<file path="config.mk">
export PLATFORM = sky130hd
export DESIGN_NAME = sv39ptb_ctrl
export DESIGN_NICKNAME = d
export VERILOG_FILES = /design/src/hw/rtl/sv39ptb_pkg.sv /design/src/hw/rtl/sv39ptb_ctrl.sv
export SDC_FILE = /design/constraint.sdc
export NUM_CORES = 1
export LEC_CHECK = 0
export BUFFER_PORTS_ARGS = -buffer_cell sky130_fd_sc_hd__buf_2
export CORE_MARGIN = 2
export CORE_UTILIZATION = 48
export CTS_CLUSTER_SIZE = 40
export DETAILED_ROUTE_END_ITERATION = 8
export PLACE_DENSITY = 0.77
export SETUP_SLACK_MARGIN = 0.2
export SLEW_MARGIN = 20
export SYNTH_ARGS = -nofsm -noshare
export SYNTH_HDL_FRONTEND = slang
export SYNTH_SLANG_ARGS = --single-unit
</file>
<file path="constraint.sdc">
create_clock -name clock -period 2 [get_ports clock]
set_input_delay 0.3 -clock clock [delete_from_list [all_inputs] [get_ports clock]]
set_output_delay 0.3 -clock clock [all_outputs]
set_load 0.05 [all_outputs]
</file>
<file path="src/hw/rtl/sv39ptb_pkg.sv">
// Shared types and constants of the Sv39 page table builder.
// No dependencies; every other file of the block imports this package.
`default_nettype none

package sv39ptb_pkg;

   localparam int ENTRIES_PER_PAGE = 512;
   localparam int IDX_W            = 9;
   localparam int VPN_W            = 27;
   localparam int PPN_W            = 44;
   localparam int CNT_W            = 16;
   localparam int PERM_W           = 8;
   localparam int ENTRY_W          = 64;
   localparam int USED_W           = 5;
   localparam int FLAG_SHIFT       = 10;
   localparam int FLAG_V_BIT       = 0;
   localparam int FLAG_U_BIT       = 4;

   localparam logic [PPN_W-1:0] POOL_BASE_RESET = 44'h0_0000_0008_0000;

   localparam logic CMD_MAP  = 1'b0;
   localparam logic CMD_MARK = 1'b1;

   typedef enum logic [2:0] {
      ST_OK       = 3'd0,
      ST_MAPPED   = 3'd1,
      ST_UNMAPPED = 3'd2,
      ST_EMPTY    = 3'd3,
      ST_FOREIGN  = 3'd4
   } status_type;

   typedef enum logic [1:0] {
      LVL_0 = 2'd0,
      LVL_1 = 2'd1,
      LVL_2 = 2'd2
   } level_type;

   // Commands from the controller to the datapath.
   typedef struct packed {
      logic       load;
      logic       rd;
      logic       clr_step;
      logic       clr_root;
      logic       link;
      logic       descend;
      logic       leaf_wr;
      logic       set_st;
      status_type st;
      logic       out_load;
   } dp_cmd_type;

   // Status from the datapath to the controller.
   typedef struct packed {
      logic start_empty;
      logic entry_zero;
      logic foreign;
      logic pool_full;
      logic level_zero;
      logic is_mark;
      logic last_page;
      logic clr_last;
   } dp_sts_type;

endpackage

`default_nettype wire

</file>
<file path="src/hw/rtl/sv39ptb_ctrl.sv">
// Controller state machine of the Sv39 page table builder.
// Depends on sv39ptb_pkg; drives the datapath through dp_cmd_type.
`default_nettype none

module sv39ptb_ctrl import sv39ptb_pkg::*; (
   input  wire logic       clock,
   input  wire logic       reset,
   input  wire logic       req_valid,
   output logic            req_ready,
   output logic            rsp_valid,
   input  wire logic       rsp_ready,
   input  wire dp_sts_type sts,
   output dp_cmd_type      cmd
);

   typedef enum logic [6:0] {
      S_INIT  = 7'b0000001,
      S_IDLE  = 7'b0000010,
      S_READ  = 7'b0000100,
      S_CHECK = 7'b0001000,
      S_CLEAR = 7'b0010000,
      S_LINK  = 7'b0100000,
      S_DONE  = 7'b1000000
   } state_type;

   state_type state_ff, state_in;
   logic      rsp_valid_ff, rsp_valid_in;

   always_comb begin
      state_in     = state_ff;
      cmd          = '0;
      rsp_valid_in = rsp_valid_ff && !rsp_ready;
      case (state_ff)
         S_INIT: begin
            // Sweep the root table to zero after reset.
            cmd.clr_step = 1'b1;
            cmd.clr_root = 1'b1;
            if (sts.clr_last) begin
               state_in = S_IDLE;
            end
         end
         S_IDLE: begin
            if (req_valid) begin
               cmd.load = 1'b1;
               state_in = sts.start_empty ? S_DONE : S_READ;
            end
         end
         S_READ: begin
            cmd.rd   = 1'b1;
            state_in = S_CHECK;
         end
         S_CHECK: begin
            if (!sts.level_zero) begin
               if (sts.entry_zero) begin
                  if (sts.is_mark) begin
                     cmd.set_st = 1'b1;
                     cmd.st     = ST_UNMAPPED;
                     state_in   = S_DONE;
                  end else if (sts.pool_full) begin
                     cmd.set_st = 1'b1;
                     cmd.st     = ST_EMPTY;
                     state_in   = S_DONE;
                  end else begin
                     state_in = S_CLEAR;
                  end
               end else if (sts.foreign) begin
                  cmd.set_st = 1'b1;
                  cmd.st     = ST_FOREIGN;
                  state_in   = S_DONE;
               end else begin
                  cmd.descend = 1'b1;
                  state_in    = S_READ;
               end
            end else if (sts.is_mark) begin
               if (sts.entry_zero) begin
                  cmd.set_st = 1'b1;
                  cmd.st     = ST_UNMAPPED;
               end else begin
                  cmd.leaf_wr = 1'b1;
               end
               state_in = S_DONE;
            end else if (!sts.entry_zero) begin
               cmd.set_st = 1'b1;
               cmd.st     = ST_MAPPED;
               state_in   = S_DONE;
            end else begin
               cmd.leaf_wr = 1'b1;
               state_in    = sts.last_page ? S_DONE : S_READ;
            end
         end
         S_CLEAR: begin
            cmd.clr_step = 1'b1;
            if (sts.clr_last) begin
               state_in = S_LINK;
            end
         end
         S_LINK: begin
            cmd.link = 1'b1;
            state_in = S_READ;
         end
         S_DONE: begin
            if (!rsp_valid_ff || rsp_ready) begin
               cmd.out_load = 1'b1;
               rsp_valid_in = 1'b1;
               state_in     = S_IDLE;
            end
         end
         default: begin
            state_in = S_INIT;
         end
      endcase
   end

   always_ff @(posedge clock) begin
      if (reset) begin
         state_ff     <= S_INIT;
         rsp_valid_ff <= 1'b0;
      end else begin
         state_ff     <= state_in;
         rsp_valid_ff <= rsp_valid_in;
      end
   end

   assign req_ready = (state_ff == S_IDLE);
   assign rsp_valid = rsp_valid_ff;

endmodule

`default_nettype wire

</file>
### Yosys cells after proc, flatten, opt, wreduce, memory -nomap -nowiden

Index checks and enable logic that the tools add are counted.
W data, S select, Z words.

* ROM bits: 0
* flip-flop bits (word level): 8
* memories kept: 0
* bits in writable memories: 0
* logic and storage cells: 58
* input bits: 12
* latch bits: 0

* $mul: 0
* reductions and logical operators: 6
* muxes and demuxes: 39
* divide/modulo/power cells: 0
* equality and inequality tests: 11
* add/sub/neg operators: 0
* bitwise operators: 0
* shift-type cells: 0
* $lt $le $gt $ge: 0

Operators with widths (number)
* $mux W7: 13
* $pmux W7 S7: 1
* $mux W4: 7
* $mux W1: 16
* $ne A2 B2 Y1 const B: 4
* $eq A7 B1 Y1 const B: 1
* $eq A7 B2 Y1 const B: 1
* $eq A7 B3 Y1 const B: 1
* $eq A7 B4 Y1 const B: 1
* $eq A7 B5 Y1 const B: 1
* $eq A7 B6 Y1 const B: 1
* $eq A7 B7 Y1 const B: 1
* $mux W6: 1
* $mux W5: 1
* $reduce_and A4 Y1: 1
* $logic_not A1 Y1: 2
* $reduce_or A2 Y1: 1
* $logic_and A1 B1 Y1: 1
* $logic_or A1 B1 Y1: 1

### Depth between registers and ports, before layout

* depth after elaboration: 5
* gate-level depth with buffers: 5
* gate-level depth less buffers: 4

### Worst setup path before layout

Ideal clock, no wire load.

* kind: register -> output
* from: reg state_ff[4]
* to: out cmd[3] in the netlist's numbering
* arrival: 2603 ps
* path slack: -903 ps
* stages on the path, launching flop included: 5
* buffers on the path: 1
* required time: 1700 ps
* cell sequence: dfxtp_1 buf_6 nor4_4 nand3_1 nor4b_1

RTL lines
* start, declared: RTL line sv39ptb_ctrl.sv:26 `state_type state_ff, state_in;`
* start signal, assigned: RTL line sv39ptb_ctrl.sv:119 `state_ff <= state_in;`
* end, declared: RTL line sv39ptb_ctrl.sv:13 `output dp_cmd_type cmd`

==> run_results.csv <==
group,metric,value,unit
status,status,"complete, no violations",
timing,drv_slew,0,
worst_setup_path,cp-start-kind,"flip-flop",
placed_design,placed_cell_area,950,µm²
power_and_ir_drop,irDropWorstVdd,874,µV
power_and_ir_drop,p_leak,0.476,nW
synthesis,synth_area_leaders,"dfxtp_1, nor4b_1, buf_6",
timing,fin_skew,0.00767,ns
placed_design,io_buffers,25,
hold_path,min_path_type,"in -> reg",
synthesis,synth-edff-count,0,
timing,fmax,509,MHz
clocking,htree_levels,1,
cells_and_area,syn_to_final_growth,58.9,%
worst_setup_path,worst-path-buf-inv,2,
worst_setup_path,critical_path_required,1.70,ns
clocking,cts.sinks,8,
floorplanning,core-area,0.00147,mm²
power_and_ir_drop,powerDensity,920,mW/mm²
power_and_ir_drop,p_seq_share,22.8,%
synthesis,ys_warn_count,0,
power_and_ir_drop,netSwitchingFraction,47.0,%
synthesis,synthCells,85,
global_route,overflow,0,
global_route,gr-usage-all-layers,24.7,%
synthesis,synth_area,742,µm²
global_route,use_met2,43.6,%
clocking,ctsRootBufferMaster,"clkbuf_4",
worst_setup_path,r2r-start,"state_ff[4]$_SDFFE_PP0P_",
drt,viasPerCell,6.04,
worst_setup_path,cp.arrival,1.66,ns
drt,firstDrtPassIters,4,
clocking,clkTransAtPathRegs,0.05,ns
synthesis,synth.top_cell.area_share,21.6,%
synthesis,yosys.area.top_type,"dfxtp_1",
synthesis,syn-num-nets,99,
clocking,cts_buffers,3,
timing,final.min_clock_period,1.96,ns
worst_setup_path,critPathKind,"reg -> out",
global_route,antenna_found_initial,0,
drt,drt-total-wl,2310,µm
clocking,cts.path.max_buffers,2,
floorplanning,rows,14,
cells_and_area,drive_above_1_share,57.9,%
worst_setup_path,reg2regPathDepth,7,
floorplanning,io_pins,26,
floorplanning,start_util,50.4,%
timing,tns,0,ns
worst_setup_path,critPathSlowestCell,"nor4_4",
synthesis,ys_seq_area_share,21.6,%
global_route,met3_usage,2.55,%
flow_run,max-cap-violations,0,
worst_setup_path,r2r_end,"state_ff[6]$_SDFFE_PP0P_",
worst_setup_path,crit_path_max_fanout,3,
drt,drtIter0Drc,34,
worst_setup_path,r2r_slack,0.16,ns
power_and_ir_drop,pwr-share-comb,66.1,%
worst_setup_path,critPathMaxStageDelay,0.34,ns
global_route,grt-busiest-layer,"met2",
power_and_ir_drop,switchingPower,0.510,mW
floorplanning,die_h,43.3,µm
worst_setup_path,worstSetupEndpoint,"cmd[11]",
power_and_ir_drop,total_power,1.08,mW
timing,worstMarginPinSlew,0.392,ns
global_route,grt_max_degree,12,
global_route,grt_pass1_wl,3440,µm
global_route,grt_util_met1,29.5,%
cells_and_area,antenna_cells,0,
power_and_ir_drop,p_int,0.574,mW
drt,antenna_left,0,
cells_and_area,design_area,0.00118,mm²
worst_setup_path,crit_cells,5,
global_route,first_global_vias,770,
placed_design,globalplace.congestion,0.815,
timing,maxSlewHeadroom,73.9,%
floorplanning,die_area,0.00188,mm²
timing,setup_viol,0,
power_and_ir_drop,power_frac_clock,11.1,%
synthesis,synth.distinct_cells,39,
synthesis,ys_async_sr_fraction,0,%
clocking,insertion_delay,0.26,ns
drt,drc,0,
drt,vias,828,
clocking,cts_tree,"built",
worst_setup_path,crit_start,"state_ff[4]$_SDFFE_PP0P_",
synthesis,syn_area_per_cell,8.73,µm²
placed_design,hpwl,1570,µm
timing,hold_viol_final,0,
synthesis,synthFlopType,"dfxtp_1",
synthesis,synth-seq-cells,8,
drt,route.detailed.wl_per_inst,16.9,µm
worst_setup_path,crit_family,"simple AND/OR/NAND/NOR gates",
timing,post-route-period-util,98.2,%
worst_setup_path,cp_cell_sequence,"nor4_4, buf_4, nor4b_4, and2_4, buf_8",
timing,rsz0062_at_grt,"yes",
worst_setup_path,crit_path_end_kind,"output pin",
cells_and_area,final_nets,137,
floorplanning,die_w,43.3,µm
==> cells by family after synthesis <==
kind of cell / Yosys count / share of synthesized area (%)
simple gates: 47 / 45.4
compound gates: 16 / 18.4
xor+xnor: 2 / 2.36
buf+inv: 10 / 8.94
fa+ha+maj: 2 / 3.37
flops: 8 / 21.6
==> synthesized netlist by cell type, types with 2 or more instances <==
library cell and n:
nand2b_1 3, and3_1 5, nand2_1 2, nor4_1 2, a211o_1 2, nor2b_1 2, dfxtp_1 8, nor2_1 7
ha_1 2, nand3_1 4, xor2_1 2, nor3b_1 3, buf_6 3, a21oi_1 6, nor3_1 3, or3_1 2
nor4b_1 4, inv_1 4
==> state kept, by name, indices dropped and copies added (netlist names) <==
signal / flops
state_ff: 7
rsp_valid: 1
==> placed cells by master, fill, tap and decap left out, drive strengths merged, types with 3 or more instances in the layout <==
cell type  netlist  routed
buf              3      38
dfxtp            8       8
nor2             8       8
a21oi            6       6
and3             6       6
inv              5       5
nor4b            5       5
nor3             4       4
nand3            4       4
nor4             3       3
nand2b           3       3
nor3b            3       3
clkbuf           1       3
==> power by group through the flow <==
stage / logic [mW] / clock network (mW) / registers (mW)
after floorplan: 0.497 / 0 / 0.211
after global placement: 0.593 / 0 / 0.229
after detailed placement: 0.603 / 0 / 0.230
after CTS: 0.623 / 0.128 / 0.232
after global routing: 0.753 / 0.138 / 0.250
final: 0.716 / 0.120 / 0.248
==> worst min path at each step <==
stage / startpoint / to / slack, ns / cells after the start
finish: reset / state_ff[3]$_SDFFE_PP0P_ / 0.33 / 2
global route: reset / state_ff[3]$_SDFFE_PP0P_ / 0.34 / 2
detailed placement: rsp_valid$_SDFF_PP0_ / rsp_valid$_SDFF_PP0_ / 0.52 / 2
global placement: rsp_valid$_SDFF_PP0_ / rsp_valid$_SDFF_PP0_ / 0.51 / 2
floorplan: req_valid / state_ff[1]$_SDFFE_PP0P_ / 0.48 / 2
CTS: reset / rsp_valid$_SDFF_PP0_ / 0.32 / 2
==> through the flow <==
stage	setup WS (ns)	instances	hold slack, ns	utilization [%]
after detailed placement	0.226	129	0.524	64.5
after global placement	0.260	129	0.514	64.5
after CTS	0.0805	135	0.319	73.6
final	0.0354	137	0.334	80.1
after floorplan	-0.167	85	0.477	-
after global routing	-0.0253	137	0.339	80.1
==> layer usage <==
| layer | wire length, µm | vias up |
|---|---|---|
| li1 | - | 394 |
| met1 | 893 | 394 |
| met2 | 1250 | 34 |
| met3 | 115 | 6 |
| met4 | 55 | 0 |
| met5 | 0 | - |
==> layout make-up <==
| type | instances | area, µm² |
|---|---|---|
| Tap cell | 16 | 20.0 |
| Inverter | 5 | 18.8 |
| Multi-Input combinational cell | 67 | 626 |
| Sequential cell | 8 | 168 |
| Fill cell | 90 | 293 |
| Clock buffer | 3 | 22.5 |
| Timing Repair Buffer | 38 | 324 |
==> repair_timing <==
action,CTS,global route
hold buffers,0,0
gates resized for setup,27,24
hold endpoints to repair,0,0
pin swaps,5,9
endpoints found under the setup margin,12,15
buffers inserted,3,2
(Power assumes the default switching activity.)
